### src/hw/rtl/link_session_controller_core_macros.svh
// assertion helpers for the link session controller
`ifndef LINK_SESSION_CONTROLLER_CORE_MACROS_SVH
`define LINK_SESSION_CONTROLLER_CORE_MACROS_SVH

// same-cycle implication, checked out of reset
`define LSC_ASSERT_NOW(label, ck, rst_n, ante, cons) \
	label: assert property (@(posedge ck) disable iff (!rst_n) (ante) |-> (cons)) \
		else $error("link session controller check failed");

// next-cycle implication, checked out of reset
`define LSC_ASSERT_NEXT(label, ck, rst_n, ante, cons) \
	label: assert property (@(posedge ck) disable iff (!rst_n) (ante) |=> (cons)) \
		else $error("link session controller check failed");

`endif

### src/hw/rtl/lsc_pkg.sv
package lsc_pkg;

	localparam int unsigned OP_W     = 4;
	localparam int unsigned TIME_W   = 32;
	localparam int unsigned CODE_W   = 32;
	localparam int unsigned CNT_W    = 32;
	localparam int unsigned SEQ_W    = 16;
	localparam int unsigned LSTATE_W = 2;
	localparam int unsigned CFG_IDX_W  = 2;
	localparam int unsigned CFG_DATA_W = 32;

	// link states
	typedef enum logic [LSTATE_W-1:0] {
		ST_STOPPED     = 2'd0,
		ST_WAITING     = 2'd1,
		ST_HANDSHAKING = 2'd2,
		ST_READY       = 2'd3
	} state_t;

	// event codes
	typedef enum logic [OP_W-1:0] {
		OP_RESET     = 4'd0,
		OP_STOP      = 4'd1,
		OP_HS_START  = 4'd2,
		OP_HS_DONE   = 4'd3,
		OP_DISCONNECT = 4'd4,
		OP_RX        = 4'd5,
		OP_TX        = 4'd6,
		OP_ERROR     = 4'd7,
		OP_SEQ       = 4'd8,
		OP_POLL      = 4'd9,
		OP_STATUS_SENT = 4'd10,
		OP_GPS_SENT  = 4'd11,
		OP_SET_STATE = 4'd12
	} op_t;

	// configuration register indexes
	typedef enum logic [CFG_IDX_W-1:0] {
		CFG_HS_TIMEOUT      = 2'd0,
		CFG_STATUS_INTERVAL = 2'd1,
		CFG_GPS_INTERVAL    = 2'd2
	} cfg_idx_t;

	localparam logic [TIME_W-1:0] HS_TIMEOUT_RST      = 32'd3000;
	localparam logic [TIME_W-1:0] STATUS_INTERVAL_RST = 32'd1000;
	localparam logic [TIME_W-1:0] GPS_INTERVAL_RST    = 32'd1000;
	localparam logic [SEQ_W-1:0]  SEQ_RST             = 16'd1;

endpackage

### src/hw/rtl/lsc_req_if.sv
interface lsc_req_if;
	logic                          valid;
	logic                          ready;
	logic [lsc_pkg::OP_W-1:0]      op;
	logic [lsc_pkg::TIME_W-1:0]    now_ms;
	logic [lsc_pkg::CODE_W-1:0]    fault_code;
	logic [lsc_pkg::LSTATE_W-1:0]  new_state;

	modport source (output valid, op, now_ms, fault_code, new_state, input ready);
	modport sink (input valid, op, now_ms, fault_code, new_state, output ready);
endinterface

### src/hw/rtl/lsc_rsp_if.sv
interface lsc_rsp_if;
	logic                          valid;
	logic                          ready;
	logic [lsc_pkg::LSTATE_W-1:0]  link_state;
	logic [lsc_pkg::CNT_W-1:0]     rx_total;
	logic [lsc_pkg::CNT_W-1:0]     tx_total;
	logic [lsc_pkg::CODE_W-1:0]    last_fault_code;
	logic [lsc_pkg::SEQ_W-1:0]     sequence_res;
	logic                          expired;
	logic                          status_due;
	logic                          gps_due;

	modport source (output valid, link_state, rx_total, tx_total, last_fault_code,
		sequence_res, expired, status_due, gps_due, input ready);
	modport sink (input valid, link_state, rx_total, tx_total, last_fault_code,
		sequence_res, expired, status_due, gps_due, output ready);
endinterface

### src/hw/rtl/link_session_controller_core.sv
// link session controller core
// req carries one timestamped event word per handshake (op, now_ms, fault_code,
// new_state); rsp returns one result word per event holding the session
// registers after that event plus the expired / status_due / gps_due flags.
// cfg_we / cfg_idx / cfg_data write handshake_timeout (0), status_interval (1)
// and gps_interval (2); other indexes are ignored. write only while idle.
// an accepted event passes through the input register, then the result register,
// before its result word appears on rsp.
// throughput: one event per cycle while rsp takes the result words, set by the
// combinational update of the session registers between the input register
// and the result register. when rsp stalls, one more event is taken into the
// input register; after that req.ready drops until the result word is taken.
// reset (arst_n low) empties both registers, sets the link to waiting, clears
// counters, error, deadline and timestamps, sets the sequence to one and
// loads the timeout and interval registers with 3000 / 1000 / 1000 ms.
`include "link_session_controller_core_macros.svh"

module link_session_controller_core (
	input  logic                           clk,
	input  logic                           arst_n,
	lsc_req_if.sink                        req,
	lsc_rsp_if.source                      rsp,
	input  logic                           cfg_we,
	input  logic [lsc_pkg::CFG_IDX_W-1:0]  cfg_idx,
	input  logic [lsc_pkg::CFG_DATA_W-1:0] cfg_data
);
	import lsc_pkg::*;

	// configuration
	logic [TIME_W-1:0] hs_timeout_q, status_interval_q, gps_interval_q;

	// input stage
	logic                v_s1;
	logic [OP_W-1:0]     op_s1;
	logic [TIME_W-1:0]   now_s1;
	logic [CODE_W-1:0]   code_s1;
	logic [LSTATE_W-1:0] new_state_s1;

	// session registers
	state_t            state_q, state_d;
	logic [CNT_W-1:0]  rx_q, rx_d, tx_q, tx_d;
	logic [CODE_W-1:0] error_q, error_d;
	logic [SEQ_W-1:0]  seq_q, seq_d;
	logic [TIME_W-1:0] deadline_q, deadline_d;
	logic [TIME_W-1:0] status_time_q, status_time_d, gps_time_q, gps_time_d;
	logic              expired_d, status_due_d, gps_due_d;
	logic              status_elapsed, gps_elapsed;

	// result register
	logic                rsp_v_q;
	state_t              link_state_q;
	logic [CNT_W-1:0]    rx_total_q, tx_total_q;
	logic [CODE_W-1:0]   last_error_q;
	logic [SEQ_W-1:0]    sequence_q;
	logic                expired_q, status_due_q, gps_due_q;

	logic s1_move, s1_fire, req_fire;

	assign s1_move   = !rsp_v_q || rsp.ready;
	assign s1_fire   = v_s1 && s1_move;
	assign req.ready = !v_s1 || s1_move;
	assign req_fire  = req.valid && req.ready;

	// configuration writes
	always_ff @(posedge clk or negedge arst_n) begin
		if (!arst_n) begin
			hs_timeout_q      <= HS_TIMEOUT_RST;
			status_interval_q <= STATUS_INTERVAL_RST;
			gps_interval_q    <= GPS_INTERVAL_RST;
		end else if (cfg_we) begin
			case (cfg_idx)
				CFG_HS_TIMEOUT:      hs_timeout_q      <= cfg_data;
				CFG_STATUS_INTERVAL: status_interval_q <= cfg_data;
				CFG_GPS_INTERVAL:    gps_interval_q    <= cfg_data;
				default: ;
			endcase
		end
	end

	// input register
	always_ff @(posedge clk or negedge arst_n) begin
		if (!arst_n) begin
			v_s1 <= 1'b0;
		end else if (req.ready) begin
			v_s1 <= req.valid;
		end
	end

	always_ff @(posedge clk) begin
		if (req_fire) begin
			op_s1        <= req.op;
			now_s1       <= req.now_ms;
			code_s1      <= req.fault_code;
			new_state_s1 <= req.new_state;
		end
	end

	// wrapping elapsed-time checks
	assign status_elapsed = (now_s1 - status_time_q) >= status_interval_q;
	assign gps_elapsed    = (now_s1 - gps_time_q) >= gps_interval_q;

	// next session state
	always_comb begin
		state_d       = state_q;
		rx_d          = rx_q;
		tx_d          = tx_q;
		error_d       = error_q;
		seq_d         = seq_q;
		deadline_d    = deadline_q;
		status_time_d = status_time_q;
		gps_time_d    = gps_time_q;
		case (op_s1)
			OP_RESET: begin
				state_d       = ST_WAITING;
				rx_d          = '0;
				tx_d          = '0;
				error_d       = '0;
				seq_d         = SEQ_RST;
				deadline_d    = '0;
				status_time_d = now_s1;
				gps_time_d    = now_s1;
			end
			OP_STOP: begin
				state_d    = ST_STOPPED;
				deadline_d = '0;
			end
			OP_HS_START: begin
				state_d    = ST_HANDSHAKING;
				deadline_d = now_s1 + hs_timeout_q;
			end
			OP_HS_DONE: begin
				state_d       = ST_READY;
				deadline_d    = '0;
				status_time_d = now_s1;
				gps_time_d    = now_s1;
			end
			OP_DISCONNECT: begin
				state_d    = ST_WAITING;
				deadline_d = '0;
			end
			OP_RX:    rx_d    = rx_q + CNT_W'(1);
			OP_TX:    tx_d    = tx_q + CNT_W'(1);
			OP_ERROR: error_d = code_s1;
			OP_SEQ: begin
				// sequence skips zero on wrap
				seq_d = (seq_q == {SEQ_W{1'b1}}) ? SEQ_RST : seq_q + SEQ_W'(1);
			end
			OP_POLL: begin
				if (expired_d) begin
					state_d    = ST_WAITING;
					deadline_d = '0;
				end
			end
			OP_STATUS_SENT: status_time_d = now_s1;
			OP_GPS_SENT:    gps_time_d    = now_s1;
			OP_SET_STATE:   state_d       = state_t'(new_state_s1);
			default: ;
		endcase
	end

	// poll flags; an expiring poll leaves waiting, so no flag is due then
	always_comb begin
		expired_d    = 1'b0;
		status_due_d = 1'b0;
		gps_due_d    = 1'b0;
		case (op_s1)
			OP_POLL: begin
				expired_d = (state_q == ST_HANDSHAKING) && (deadline_q != '0)
					&& (now_s1 > deadline_q);
				status_due_d = (state_q == ST_READY) && status_elapsed;
				gps_due_d    = (state_q == ST_READY) && gps_elapsed;
			end
			default: ;
		endcase
	end

	// session registers
	always_ff @(posedge clk or negedge arst_n) begin
		if (!arst_n) begin
			state_q       <= ST_WAITING;
			rx_q          <= '0;
			tx_q          <= '0;
			error_q       <= '0;
			seq_q         <= SEQ_RST;
			deadline_q    <= '0;
			status_time_q <= '0;
			gps_time_q    <= '0;
		end else if (s1_fire) begin
			state_q       <= state_d;
			rx_q          <= rx_d;
			tx_q          <= tx_d;
			error_q       <= error_d;
			seq_q         <= seq_d;
			deadline_q    <= deadline_d;
			status_time_q <= status_time_d;
			gps_time_q    <= gps_time_d;
		end
	end

	// result register
	always_ff @(posedge clk or negedge arst_n) begin
		if (!arst_n) begin
			rsp_v_q <= 1'b0;
		end else if (s1_move) begin
			rsp_v_q <= v_s1;
		end
	end

	always_ff @(posedge clk) begin
		if (s1_fire) begin
			link_state_q <= state_d;
			rx_total_q   <= rx_d;
			tx_total_q   <= tx_d;
			last_error_q <= error_d;
			sequence_q   <= seq_d;
			expired_q    <= expired_d;
			status_due_q <= status_due_d;
			gps_due_q    <= gps_due_d;
		end
	end

	assign rsp.valid           = rsp_v_q;
	assign rsp.link_state      = link_state_q;
	assign rsp.rx_total        = rx_total_q;
	assign rsp.tx_total        = tx_total_q;
	assign rsp.last_fault_code = last_error_q;
	assign rsp.sequence_res    = sequence_q;
	assign rsp.expired         = expired_q;
	assign rsp.status_due      = status_due_q;
	assign rsp.gps_due         = gps_due_q;

	// checks
	`LSC_ASSERT_NOW(a_seq_nonzero, clk, arst_n, 1'b1, seq_q != '0)
	`LSC_ASSERT_NOW(a_expired_waits, clk, arst_n, rsp_v_q && expired_q,
		(link_state_q == ST_WAITING) && !status_due_q && !gps_due_q)
	`LSC_ASSERT_NOW(a_due_ready, clk, arst_n, rsp_v_q && (status_due_q || gps_due_q),
		link_state_q == ST_READY)
	`LSC_ASSERT_NOW(a_full_stall, clk, arst_n, v_s1 && rsp_v_q && !rsp.ready, !req.ready)
	`LSC_ASSERT_NEXT(a_rx_count, clk, arst_n, s1_fire && (op_s1 == OP_RX),
		rx_q == $past(rx_q) + CNT_W'(1))

endmodule
### src/flat_wrapper.sv
// flat-port wrapper written by rule: the top's interface ports become plain ports
module link_session_controller_core_flat import lsc_pkg::*;
  (clk, arst_n, cfg_we, cfg_idx, cfg_data, req_valid, req_op, req_now_ms, req_fault_code, req_new_state, req_ready, rsp_valid, rsp_link_state, rsp_rx_total, rsp_tx_total, rsp_last_fault_code, rsp_sequence_res, rsp_expired, rsp_status_due, rsp_gps_due, rsp_ready);
  lsc_req_if req_i ();
  lsc_rsp_if rsp_i ();
  input  logic clk;
  input  logic arst_n;
  input  logic cfg_we;
  input  logic [lsc_pkg::CFG_IDX_W-1:0] cfg_idx;
  input  logic [lsc_pkg::CFG_DATA_W-1:0] cfg_data;
  input wire logic [$bits(req_i.valid)-1:0] req_valid;
  input wire logic [$bits(req_i.op)-1:0] req_op;
  input wire logic [$bits(req_i.now_ms)-1:0] req_now_ms;
  input wire logic [$bits(req_i.fault_code)-1:0] req_fault_code;
  input wire logic [$bits(req_i.new_state)-1:0] req_new_state;
  output wire logic [$bits(req_i.ready)-1:0] req_ready;
  output wire logic [$bits(rsp_i.valid)-1:0] rsp_valid;
  output wire logic [$bits(rsp_i.link_state)-1:0] rsp_link_state;
  output wire logic [$bits(rsp_i.rx_total)-1:0] rsp_rx_total;
  output wire logic [$bits(rsp_i.tx_total)-1:0] rsp_tx_total;
  output wire logic [$bits(rsp_i.last_fault_code)-1:0] rsp_last_fault_code;
  output wire logic [$bits(rsp_i.sequence_res)-1:0] rsp_sequence_res;
  output wire logic [$bits(rsp_i.expired)-1:0] rsp_expired;
  output wire logic [$bits(rsp_i.status_due)-1:0] rsp_status_due;
  output wire logic [$bits(rsp_i.gps_due)-1:0] rsp_gps_due;
  input wire logic [$bits(rsp_i.ready)-1:0] rsp_ready;
  assign req_i.valid = req_valid;
  assign req_i.op = req_op;
  assign req_i.now_ms = req_now_ms;
  assign req_i.fault_code = req_fault_code;
  assign req_i.new_state = req_new_state;
  assign req_ready = req_i.ready;
  assign rsp_valid = rsp_i.valid;
  assign rsp_link_state = rsp_i.link_state;
  assign rsp_rx_total = rsp_i.rx_total;
  assign rsp_tx_total = rsp_i.tx_total;
  assign rsp_last_fault_code = rsp_i.last_fault_code;
  assign rsp_sequence_res = rsp_i.sequence_res;
  assign rsp_expired = rsp_i.expired;
  assign rsp_status_due = rsp_i.status_due;
  assign rsp_gps_due = rsp_i.gps_due;
  assign rsp_i.ready = rsp_ready;
  link_session_controller_core u_core (.clk(clk), .arst_n(arst_n), .req(req_i), .rsp(rsp_i), .cfg_we(cfg_we), .cfg_idx(cfg_idx), .cfg_data(cfg_data));
endmodule
### config.mk
export PLATFORM = sky130hd
export DESIGN_NAME = link_session_controller_core_flat
export DESIGN_NICKNAME = d
export VERILOG_FILES = /design/src/hw/rtl/lsc_pkg.sv /design/src/hw/rtl/lsc_req_if.sv /design/src/hw/rtl/lsc_rsp_if.sv /design/src/hw/rtl/link_session_controller_core.sv /design/src/flat_wrapper.sv
export VERILOG_INCLUDE_DIRS = /design/src /design/src/hw/rtl
export SDC_FILE = /design/constraint.sdc
export NUM_CORES = 1
export LEC_CHECK = 0
export BUFFER_PORTS_ARGS = -buffer_cell sky130_fd_sc_hd__buf_4
export CORE_UTILIZATION = 40
export DETAILED_ROUTE_END_ITERATION = 10
export GPL_ROUTABILITY_DRIVEN = 0
export HOLD_SLACK_MARGIN = 0.15
export PLACE_DENSITY_LB_ADDON = 0.05
export SLEW_MARGIN = 20
export SYNTH_ARGS = -nofsm -noshare
export SYNTH_HDL_FRONTEND = slang
export SYNTH_SLANG_ARGS = --single-unit
### constraint.sdc
create_clock -name clk -period 9.3 [get_ports clk]
set_clock_uncertainty 0.1 [all_clocks]
set_input_delay 1.395 -clock clk [delete_from_list [all_inputs] [get_ports clk]]
set_output_delay 1.395 -clock clk [all_outputs]
set_load 0.05 [all_outputs]
==> reports/metrics.csv, run 1 <==
stage,metric,value,unit
layout,area_growth,17.2,%
floorplan,die_area,67400,sq um
timing,final_max_slew_viol_count,0,
detailed_routing,drc,0,
logic_synthesis,synthXorXnorAreaFrac,2.80,%
global_routing,overflow,0,
power_and_ir_drop,ir_drop,0.163,mV
clock_network,cts_buffer_depth,3,
placement,dp_slack,4020,ps
detailed_routing,drt_iter0_drc,1094,
detailed_routing,first_pass_iters,5,
floorplan,die_h,260,microns
power_and_ir_drop,power.density,253,nW/um^2
critical_path,required,9670,ps
layout,drive_above_1_share,17.8,%
timing,fin_ws,4130,ps
global_routing,first_global_vias,19400,
timing,finalHoldViolations,0,
clock_network,hold_buffers,0,
logic_synthesis,synthSimpleGateAreaFrac,13.2,%
power_and_ir_drop,power_frac_comb,33.8,%
logic_synthesis,synth.net_count,2884,
placement,port-buffer-count,227,
floorplan,initial_core_util,40.4,%
power_and_ir_drop,p_leak,14.1,nW
timing,tightest_slew,1190,ps
logic_synthesis,synth_top_family_by_area,compound AO/OA/AOI/OAI gates,
timing,fin_setup_tns,0,ps
power_and_ir_drop,power_frac_seq,37.1,%
logic_synthesis,ys_warn_count,0,
logic_synthesis,synth_top_area_share,27.0,%
power_and_ir_drop,sw_frac_of_total,34.7,%
logic_synthesis,synthMuxAreaShare,5.63,%
flow_run,maxCapViolCount,0,
timing,min_period_over_period,55.6,%
floorplan,dieWidth,260,microns
hold_path,min_path_type,reg2reg,
critical_path,end_kind,flip-flop,
logic_synthesis,synth_edf_count,187,
clock_network,cts_tree,built,
clock_network,clock_sinks,495,
detailed_routing,via_count,19500,
clock_network,h-tree-depth,2,
global_routing,grt_max_degree,168,
timing,setup_viol,0,
logic_synthesis,synth-adder-area-share,9.27,%
power_and_ir_drop,clkPwrFrac,29.0,%
logic_synthesis,synth_top_cell_by_area,dfrtp_1,
global_routing,grt_usage,19.9,%
logic_synthesis,netlist-cell-type-count,74,
critical_path,path_max_fanout,4,
global_routing,grt_pass1_wl,107000,microns
clock_network,cts_root_buffer,clkbuf_16,
clock_network,post_cts_buffers,0,
logic_synthesis,avgSynthCellArea,10.3,sq um
timing,min_period,5170,ps
power_and_ir_drop,p_switching,2.73,mW
logic_synthesis,synth_compound_area_share,14.9,%
detailed_routing,drt_wl_total,67000,microns
critical_path,start_kind,flip-flop,
timing,fmax,193,MHz
logic_synthesis,synthCells,2580,
outcome,run_status,finished clean,
layout,layout.nets,3098,
logic_synthesis,synth-seq-cells,495,
clock_network,clock_latency,640,ps
critical_path,arrival,5540,ps
detailed_routing,routed_via_density,5.25,
logic_synthesis,synthTopCellsByArea,"dfrtp_1 (27%), edfxtp_1 (21%), ha_1 (9.0%)",
timing,holdWs,375,ps
clock_network,cts_buffers,57,
detailed_routing,wire_per_inst,18.1,microns
logic_synthesis,syn_area,26600,sq um
global_routing,antenna_found_initial,1,
logic_synthesis,async_flop_share,62.2,%
timing,relSlewSlack,20.9,%
logic_synthesis,seq_area_frac_synth,50.3,%
detailed_routing,antenna_left,0,
power_and_ir_drop,p_int,5.14,mW
placement,place.detailed.hpwl,47900,microns
critical_path,r2r_setup_slack,4130,ps
logic_synthesis,synth_ff_type,dfrtp_1,
floorplan,io_pins,228,
clock_network,ctsResizeCount,0,
critical_path,crit_type,reg2reg,
timing,grt_setup_unrepaired,no,
floorplan,coreArea,65700,sq um
floorplan,rows,94,
clock_network,clkTransAtPathRegs,60,ps
[power by group through the flow]
stage | clock, mW | combinational, mW | sequential (mW)
6_report | 2.28 | 2.66 | 2.92
5_1_grt | 2.43 | 3.02 | 2.97
4_1_cts | 2.35 | 2.69 | 2.92
3_5_place_dp | 0 | 2.67 | 2.96
3_3_place_gp | 0 | 2.62 | 2.95
2_1_floorplan | 0 | 1.84 | 3.06
[metrics by stage]
step	std cells	power [mW]	area (sq um)	util, %
4_1_cts	3707	7.96	31100	47.3
2_1_floorplan	2580	4.89	26600	-
3_3_place_gp	3599	5.57	29200	44.4
5_1_grt	3708	8.42	31100	47.3
3_5_place_dp	3599	5.63	29200	44.4
6_report	3709	7.87	31100	47.3
[sequential cells by signal (all words and copies together), names as in the netlist, 16 cells and up]
signal                      count
u_core.code_s1                 32
u_core.deadline_q              32
u_core.error_q                 32
u_core.gps_interval_q          32
u_core.gps_time_q              32
u_core.hs_timeout_q            32
u_core.now_s1                  32
u_core.rsp.last_fault_code     32
u_core.rsp.rx_total            32
u_core.rsp.tx_total            32
u_core.rx_q                    32
u_core.status_interval_q       32
u_core.status_time_q           32
u_core.tx_q                    32
u_core.rsp.sequence_res        16
u_core.seq_q                   16
[path summary, 6_finish.rpt]
| kind | startpoint | endpoint | cells past startpoint |
|---|---|---|---|
| setup reg to reg | u_core.now_s1[0] | u_core.rsp.status_due | 21 |
| setup / recovery | u_core.now_s1[0] | u_core.rsp.status_due | 21 |
| hold reg to reg | u_core.error_q[31] | u_core.error_q[31] | 2 |
| min in group asynchronous | arst_n | u_core.rx_q[16] | 1 |
| max in group asynchronous | arst_n | u_core.gps_time_q[7] | 2 |
| hold / removal | u_core.error_q[31] | u_core.error_q[31] | 2 |
[layout by cell type, fill, tap and decap left out, types with 15 or more instances in the layout]
cell / n
a21o_1: 90
a21oi_1: 129
a22o_1: 44
a31oi_1: 15
and3_1: 31
buf_4: 241
clkbuf_1: 15
clkbuf_16: 60
dfrtp_1: 287
dfstp_2: 21
edfxtp_1: 187
ha_1: 192
inv_1: 188
mux2_2: 123
nand2_1: 435
nand2b_1: 17
nand3_1: 65
nand4_1: 37
nor2_1: 93
nor2b_1: 18
nor3_1: 22
o211ai_1: 17
o21a_1: 17
o21ai_0: 183
o31ai_1: 38
xnor2_1: 55
xor2_1: 30
[critical path, stage by stage, from the launching register on]
cell and delay [ps]:
edfxtp_1 430, inv_1 150, ha_1 180, inv_1 60, fa_1 400, a21o_1 170, a21oi_1 270, o21a_1 200
o211ai_1 190, a2111oi_0 430, nor3_1 150, a31o_2 290, nand3_1 110, o21bai_1 80, xor2_1 150, ha_1 300
nand4_1 80, nor3_1 350, o2111ai_1 160, a311oi_1 460, o21ai_0 160, a21oi_1 140
[cell families after synthesis]
group | after synthesis
and+or+nand+nor | 781
AOI/OAI and AO/OA | 613
DFF | 495
buffers and inverters | 277
adders and majority gates | 195
muxes | 134
xor gates and xnor gates | 85
[Yosys cell counts, drive strengths merged, types with 55 or more instances]
master,number
mux2,123
clkbuf,75
a21oi,130
nand3,65
nand2,436
xnor2,55
o21ai,186
dfrtp,287
edfxtp,187
inv,189
ha,192
nor2,95
a21o,92
[layer usage]
metal,vias to the layer above,wire length (microns),GRT usage (%)
met5,-,0,0
met4,0,1720,5.80
met3,87,2400,2.64
met2,374,31400,32.6
met1,9365,31400,27.5
li1,9658,-,-
[cell type report]
type                       instances  area [sq um]
inverter                         189           717
tap                              864          1080
clock inverter                    25           258
clock buffer                      83          1670
timing repair buffer             243          1840
sequential                       495         13300
multi-input combinational       1808         12200
fill                            6081         34600
antenna                            2          5.00
(Power assumes the default switching activity.)
==> run 2, diff against run 1 <==
==> constraint.sdc (replaced) <==
create_clock -name clk -period 5.2 [get_ports clk]
set_clock_uncertainty 0.1 [all_clocks]
set_input_delay 0.78 -clock clk [delete_from_list [all_inputs] [get_ports clk]]
set_output_delay 0.78 -clock clk [all_outputs]
set_load 0.05 [all_outputs]
==> reports/metrics.csv, run 2 (same netlist as run 1, synthesis figures left out) <==
stage,metric,value,unit
outcome,run_status,finished clean,
critical_path,r2r-start,u_core.now_s1[0],
detailed_routing,routed_via_density,5.26,
detailed_routing,drt_wl_total,67500,microns
global_routing,grt_max_degree,104,
global_routing,grt_pass1_wl,107000,microns
timing,relSlewSlack,40.9,%
clock_network,clock_sinks,495,
layout,final_common_cell,nand2_1,
timing,fin_setup_tns,0,ps
floorplan,die_h,260,microns
power_and_ir_drop,total_power,14.5,mW
timing,setup_viol,0,
power_and_ir_drop,ir_drop,0.271,mV
hold_path,min_path_type,in2reg,
layout,drive_above_1_share,18.8,%
detailed_routing,via_count,19600,
detailed_routing,drt_iter0_drc,1020,
detailed_routing,wire_per_inst,18.1,microns
layout,nFillCells,6001,
floorplan,die_area,67400,sq um
detailed_routing,antenna_left,0,
clock_network,cts_buffers,59,
clock_network,clkTransAtPathRegs,60,ps
floorplan,dieWidth,260,microns
floorplan,coreArea,65700,sq um
global_routing,first_global_vias,19300,
floorplan,initial_core_util,40.4,%
layout,layout.nets,3119,
critical_path,end_kind,flip-flop,
flow_run,maxCapViolCount,0,
critical_path,critPathMostFrequentCell,a21oi_1,
detailed_routing,drc,0,
critical_path,crit_start,u_core.now_s1[0],
timing,tightest_slew,887,ps
clock_network,h-tree-depth,2,
critical_path,start_kind,flip-flop,
critical_path,slowest_delay,440,ps
timing,min_period_over_period,92.0,%
global_routing,overflow,0,
clock_network,cts_root_buffer,clkbuf_16,
floorplan,io_pins,228,
timing,final_max_slew_viol_count,0,
critical_path,arrival,5040,ps
placement,dp_slack,154,ps
timing,fmax,209,MHz
critical_path,path_max_fanout,4,
detailed_routing,first_pass_iters,5,
global_routing,antenna_found_initial,0,
power_and_ir_drop,power.density,460,nW/um^2
layout,final_area,31500,sq um
placement,place.detailed.hpwl,48400,microns
clock_network,cts_buffer_depth,3,
timing,min_period,4780,ps
floorplan,rows,94,
critical_path,crit_type,reg2reg,
clock_network,cts_tree,built,
placement,placed_cell_area,29400,sq um
global_routing,grt_usage,20.1,%
timing,grt_setup_unrepaired,no,
layout,mostFrequentLayoutCells,"nand2_1 (435), dfrtp_1 (287), buf_4 (255), ha_1 (192), inv_1 (188)",
placement,port-buffer-count,227,
critical_path,path_buf_inv,2,
layout,area_growth,18.7,%
power_and_ir_drop,p_leak,14.3,nW
hold_path,min_from,req_now_ms[13],
clock_network,clock_latency,630,ps
critical_path,crit_path_top_delay_cell,fa_1,
layout,antenna_cells,0,
critical_path,cp_cell_sequence,"inv_1, ha_1, inv_1, fa_1, a211oi_2, o21ai_1, nand3_1, nand3b_1, a21oi_2, a211oi_1, nand2_1, nand2_1, a21oi_1, xnor2_1, ha_1, a21o_1, a21o_1, a21oi_1, nor2b_1, o21ai_0, nand2b_1, a221o_1, o21ai_0, a21oi_1",
timing,finalHoldViolations,0,
timing,fin_ws,417,ps
critical_path,crit_family,compound AO/OA/AOI/OAI gates,
critical_path,required,5460,ps
-- run 2: worst register-to-register path: stages (launching register included) --
cell and delay (ps):
edfxtp_1 430, inv_1 140, ha_1 200, inv_1 60, fa_1 440, a211oi_2 260
o21ai_1 150, nand3_1 160, nand3b_1 120, a21oi_2 200, a211oi_1 130, nand2_1 110
nand2_1 60, a21oi_1 180, xnor2_1 140, ha_1 260, a21o_1 160, a21o_1 160
a21oi_1 140, nor2b_1 60, o21ai_0 130, nand2b_1 70, a221o_1 360, o21ai_0 190
a21oi_1 90
-- run 2: power breakdown --
| part | internal, mW | switching, mW |
|---|---|---|
| registers | 4.78 | 0.427 |
| logic | 2.06 | 2.79 |
| clock network | 2.73 | 1.72 |
-- run 2: through the flow --
stage	instances	utilization (%)	hold WS, ps
5_1_grt	3730	48.0	181
4_1_cts	3730	47.9	173
3_5_place_dp	3617	44.7	364
3_3_place_gp	3617	44.7	358
6_report	3730	48.0	219
2_1_floorplan	2580	-	347
-- run 2: worst paths after layout --
kind,endpoint,slack (ps),depth (start not counted)
max,u_core.rsp.gps_due,420,24
min,u_core.now_s1[13],220,1
max reg2reg,u_core.rsp.gps_due,420,24
min reg2reg,u_core.error_q[19],380,2
max in group asynchronous,u_core.gps_time_q[22],3220,3
min in group asynchronous,u_core.rx_q[14],670,2
-- run 2: final cells by class --
type	instances	area [sq um]	share of cell area (%)
clock inverters	38	504	1.60
inverters	189	717	2.27
clock buffers	74	1600	5.08
flip-flops and latches	495	13300	42.3
multi-input cells	1808	12200	38.8
repair buffers	262	2040	6.47
well taps	864	1080	3.43
-- run 2: routing by layer --
layer | share of wire, % | vias to the layer above | track usage, %
met3 | 4.1 | 87 | 2.62
met5 | 0 | - | 0
met4 | 2.3 | 0 | 5.52
met2 | 47 | 399 | 32.9
li1 | - | 9700 | -
met1 | 46 | 9447 | 27.8
-- run 2: timing repair --
action | in CTS | in global routing
hold buffers | 1 | 0
buffers inserted | 0 | 0
endpoints found under the setup margin | 0 | 2
gates resized for setup | 0 | 8
endpoints found under the hold margin | 83 | 0
==> run 3, diff against run 2 <==
--- a/config.mk
+++ b/config.mk
@@ -6,6 +6,7 @@
 export SDC_FILE = /design/constraint.sdc
 export NUM_CORES = 1
 export LEC_CHECK = 0
+export ABC_AREA = 1
 export BUFFER_PORTS_ARGS = -buffer_cell sky130_fd_sc_hd__buf_4
 export CORE_UTILIZATION = 40
 export DETAILED_ROUTE_END_ITERATION = 10
==> reports/metrics.csv, run 3 <==
stage,metric,value,unit
detailed_routing,drt_iter0_drc,2001,
logic_synthesis,synthTopCellsByArea,"dfrtp_1 (26%), edfxtp_1 (20%), nand2_1 (11%)",
critical_path,end_kind,flip-flop,
power_and_ir_drop,clkPwrFrac,24.5,%
timing,tightest_slew,1110,ps
placement,port-buffer-count,227,
timing,fin_setup_tns,0,ps
layout,layout.nets,3907,
detailed_routing,wire_per_inst,18.6,microns
critical_path,r2r_end,u_core.rsp.status_due,
layout,regArea,13300,sq um
clock_network,h-tree-depth,2,
power_and_ir_drop,p_switching,7.01,mW
logic_synthesis,seq_area_frac_synth,47.4,%
clock_network,cts_buffer_depth,3,
timing,min_period_over_period,77.8,%
logic_synthesis,synthTopCellsByCount,"nand2_1 (791), inv_1 (541), o21ai_0 (370)",
logic_synthesis,ys_warn_count,0,
clock_network,cts_buffers,58,
logic_synthesis,synthCells,3374,
global_routing,grt_usage,24.2,%
timing,finalHoldViolations,0,
layout,area_growth,16.8,%
critical_path,path_buf_inv,3,
power_and_ir_drop,power_frac_seq,34.1,%
critical_path,crit_path_top_delay_cell,fa_1,
hold_path,min_from,req_fault_code[10],
timing,relSlewSlack,26.3,%
critical_path,rr_worst_depth,22,
outcome,run_status,finished clean,
timing,min_period,4050,ps
floorplan,rows,96,
critical_path,arrival,4430,ps
clock_network,cts_root_buffer,clkbuf_16,
global_routing,first_global_vias,22900,
global_routing,grt_max_degree,186,
detailed_routing,routed_via_density,5.11,
timing,grt_setup_unrepaired,no,
global_routing,antenna_found_initial,2,
detailed_routing,via_count,23400,
power_and_ir_drop,sw_frac_of_total,40.9,%
critical_path,crit_start,u_core.now_s1[0],
logic_synthesis,synth_edf_count,187,
global_routing,grt_pass1_wl,133000,microns
power_and_ir_drop,p_leak,15.5,nW
placement,place.detailed.hpwl,64300,microns
timing,setup_viol,0,
logic_synthesis,avgSynthCellArea,8.34,sq um
layout,nFillCells,6751,
layout,final_util,47.6,%
logic_synthesis,synth-seq-cells,495,
logic_synthesis,netlist-cell-type-count,59,
floorplan,initial_core_util,40.8,%
clock_network,clock_sinks,495,
power_and_ir_drop,power.density,521,nW/um^2
logic_synthesis,yosysMostFrequentCell,nand2_1,
logic_synthesis,async_flop_share,62.2,%
detailed_routing,antenna_left,0,
logic_synthesis,synth_top_area_share,25.5,%
critical_path,r2r_setup_slack,1150,ps
layout,mostFrequentLayoutCells,"nand2_1 (789), inv_1 (539), o21ai_0 (370), dfrtp_1 (287), buf_4 (244)",
floorplan,io_pins,228,
critical_path,r2r-start,u_core.now_s1[0],
layout,final_common_cell,nand2_1,
layout,multi_input_area,12400,sq um
critical_path,start_kind,flip-flop,
clock_network,ctsResizeCount,0,
logic_synthesis,synth_top_cell_by_area,dfrtp_1,
clock_network,clkTransAtPathRegs,60,ps
clock_network,hold_buffers,1,
layout,drive_above_1_share,11.7,%
flow_run,maxCapViolCount,0,
detailed_routing,drt_wl_total,85400,microns
floorplan,coreArea,69100,sq um
floorplan,die_area,71400,sq um
global_routing,overflow,0,
logic_synthesis,synth_ff_type,dfrtp_1,
clock_network,clock_latency,620,ps
critical_path,crit_type,reg2reg,
power_and_ir_drop,p_int,10.1,mW
clock_network,post_cts_buffers,0,
critical_path,path_max_fanout,5,
detailed_routing,drc,0,
critical_path,cp_cell_sequence,"inv_1, ha_1, inv_1, fa_1, nand3_1, nand2_1, a31oi_1, o21ai_0, nand2_1, nand2_1, nand4_1, nand2_1, nand2_1, nand2_1, ha_1, nand3_1, nor3_1, and3_1, nand4_1, nand3_1, nand2_1, inv_1",
timing,final_max_slew_viol_count,0,
hold_path,min_path_type,in2reg,
timing,fmax,247,MHz
power_and_ir_drop,power_frac_comb,41.4,%
floorplan,die_h,267,microns
power_and_ir_drop,total_power,17.1,mW
critical_path,slowest_delay,420,ps
power_and_ir_drop,ir_drop,0.321,mV
hold_path,whs_path_depth,1,
hold_path,holdPathEnd,u_core.code_s1[10],
clock_network,cts_tree,built,
logic_synthesis,syn_area,28200,sq um
detailed_routing,first_pass_iters,6,
critical_path,critPathMostFrequentCell,nand2_1,
critical_path,crit_family,simple AND/OR/NAND/NOR gates,
floorplan,dieWidth,267,microns
logic_synthesis,synth.net_count,3678,
critical_path,required,5580,ps
[run 3: area by class of cell]
type                       count  area share [%]
sequential                   495            40.6
antenna                        1         0.00761
multi-input combinational   2250            37.8
clock buffer                  72            4.66
clock inverter                37            1.29
inverter                     550            6.31
timing repair buffer         248            5.77
tap                          931            3.54
[run 3: stage by stage]
stage | cell area, sq um | setup slack [ps] | hold WS, ps | cells
finish | 32900 | 1150 | 228 | 4584
detailed placement | 30900 | 1260 | 368 | 4473
global placement | 30900 | 1350 | 368 | 4473
CTS | 32900 | 1230 | 186 | 4583
global route | 32900 | 802 | 201 | 4584
floorplan | 28200 | 1820 | 349 | 3374
[run 3: power groups by stage]
| stage | Sequential [mW] | Clock, mW | Combinational (mW) |
|---|---|---|---|
| 2_1_floorplan | 6.40 | 0 | 4.39 |
| 3_3_place_gp | 5.88 | 0 | 6.95 |
| 3_5_place_dp | 5.89 | 0 | 7.04 |
| 4_1_cts | 5.84 | 4.33 | 7.08 |
| 5_1_grt | 5.95 | 4.49 | 7.98 |
| 6_report | 5.84 | 4.20 | 7.09 |
[run 3: worst max-delay path by stage]
stage                                       end  cells after the start
after floorplan              u_core.rsp.expired                      6
after global placement    u_core.rsp.status_due                     22
after detailed placement  u_core.rsp.status_due                     22
after CTS                 u_core.rsp.status_due                     22
after global routing      u_core.rsp.status_due                     22
final                     u_core.rsp.status_due                     22
[run 3: cell families (layout without fill, tap and decap cells)]
kind of cell | after synthesis | in the layout | share of synthesized area, %
AOI/OAI and AO/OA | 683 | 683 | 13.0
xor gates and xnor gates | 91 | 91 | 2.83
adders and majority gates | 195 | 195 | 8.75
buffers and inverters | 629 | 907 | 8.53
DFF | 495 | 495 | 47.4
muxes | 3 | 3 | 0.107
other | 0 | 1 | 0
and+or+nand+nor | 1278 | 1278 | 19.3
[run 3: worst register-to-register path, cell delays in order, from the launching register on]
cell and delay (ps):
edfxtp_1 400, inv_1 150, ha_1 160, inv_1 60, fa_1 420, nand3_1 100, nand2_1 180, a31oi_1 330
o21ai_0 240, nand2_1 110, nand2_1 150, nand4_1 160, nand2_1 70, nand2_1 70, nand2_1 60, ha_1 270
nand3_1 90, nor3_1 240, and3_1 240, nand4_1 100, nand3_1 110, nand2_1 50, inv_1 70
[run 3: routing by layer]
layer | routed length (microns) | GRT usage, % | up-vias | share of wire (%)
li1 | - | - | 11600 | -
met1 | 38000 | 32.5 | 11100 | 44
met2 | 41500 | 41.2 | 585 | 49
met3 | 3760 | 2.76 | 128 | 4.4
met4 | 2070 | 6.26 | 2 | 2.4
met5 | 12 | 0 | - | 0.014
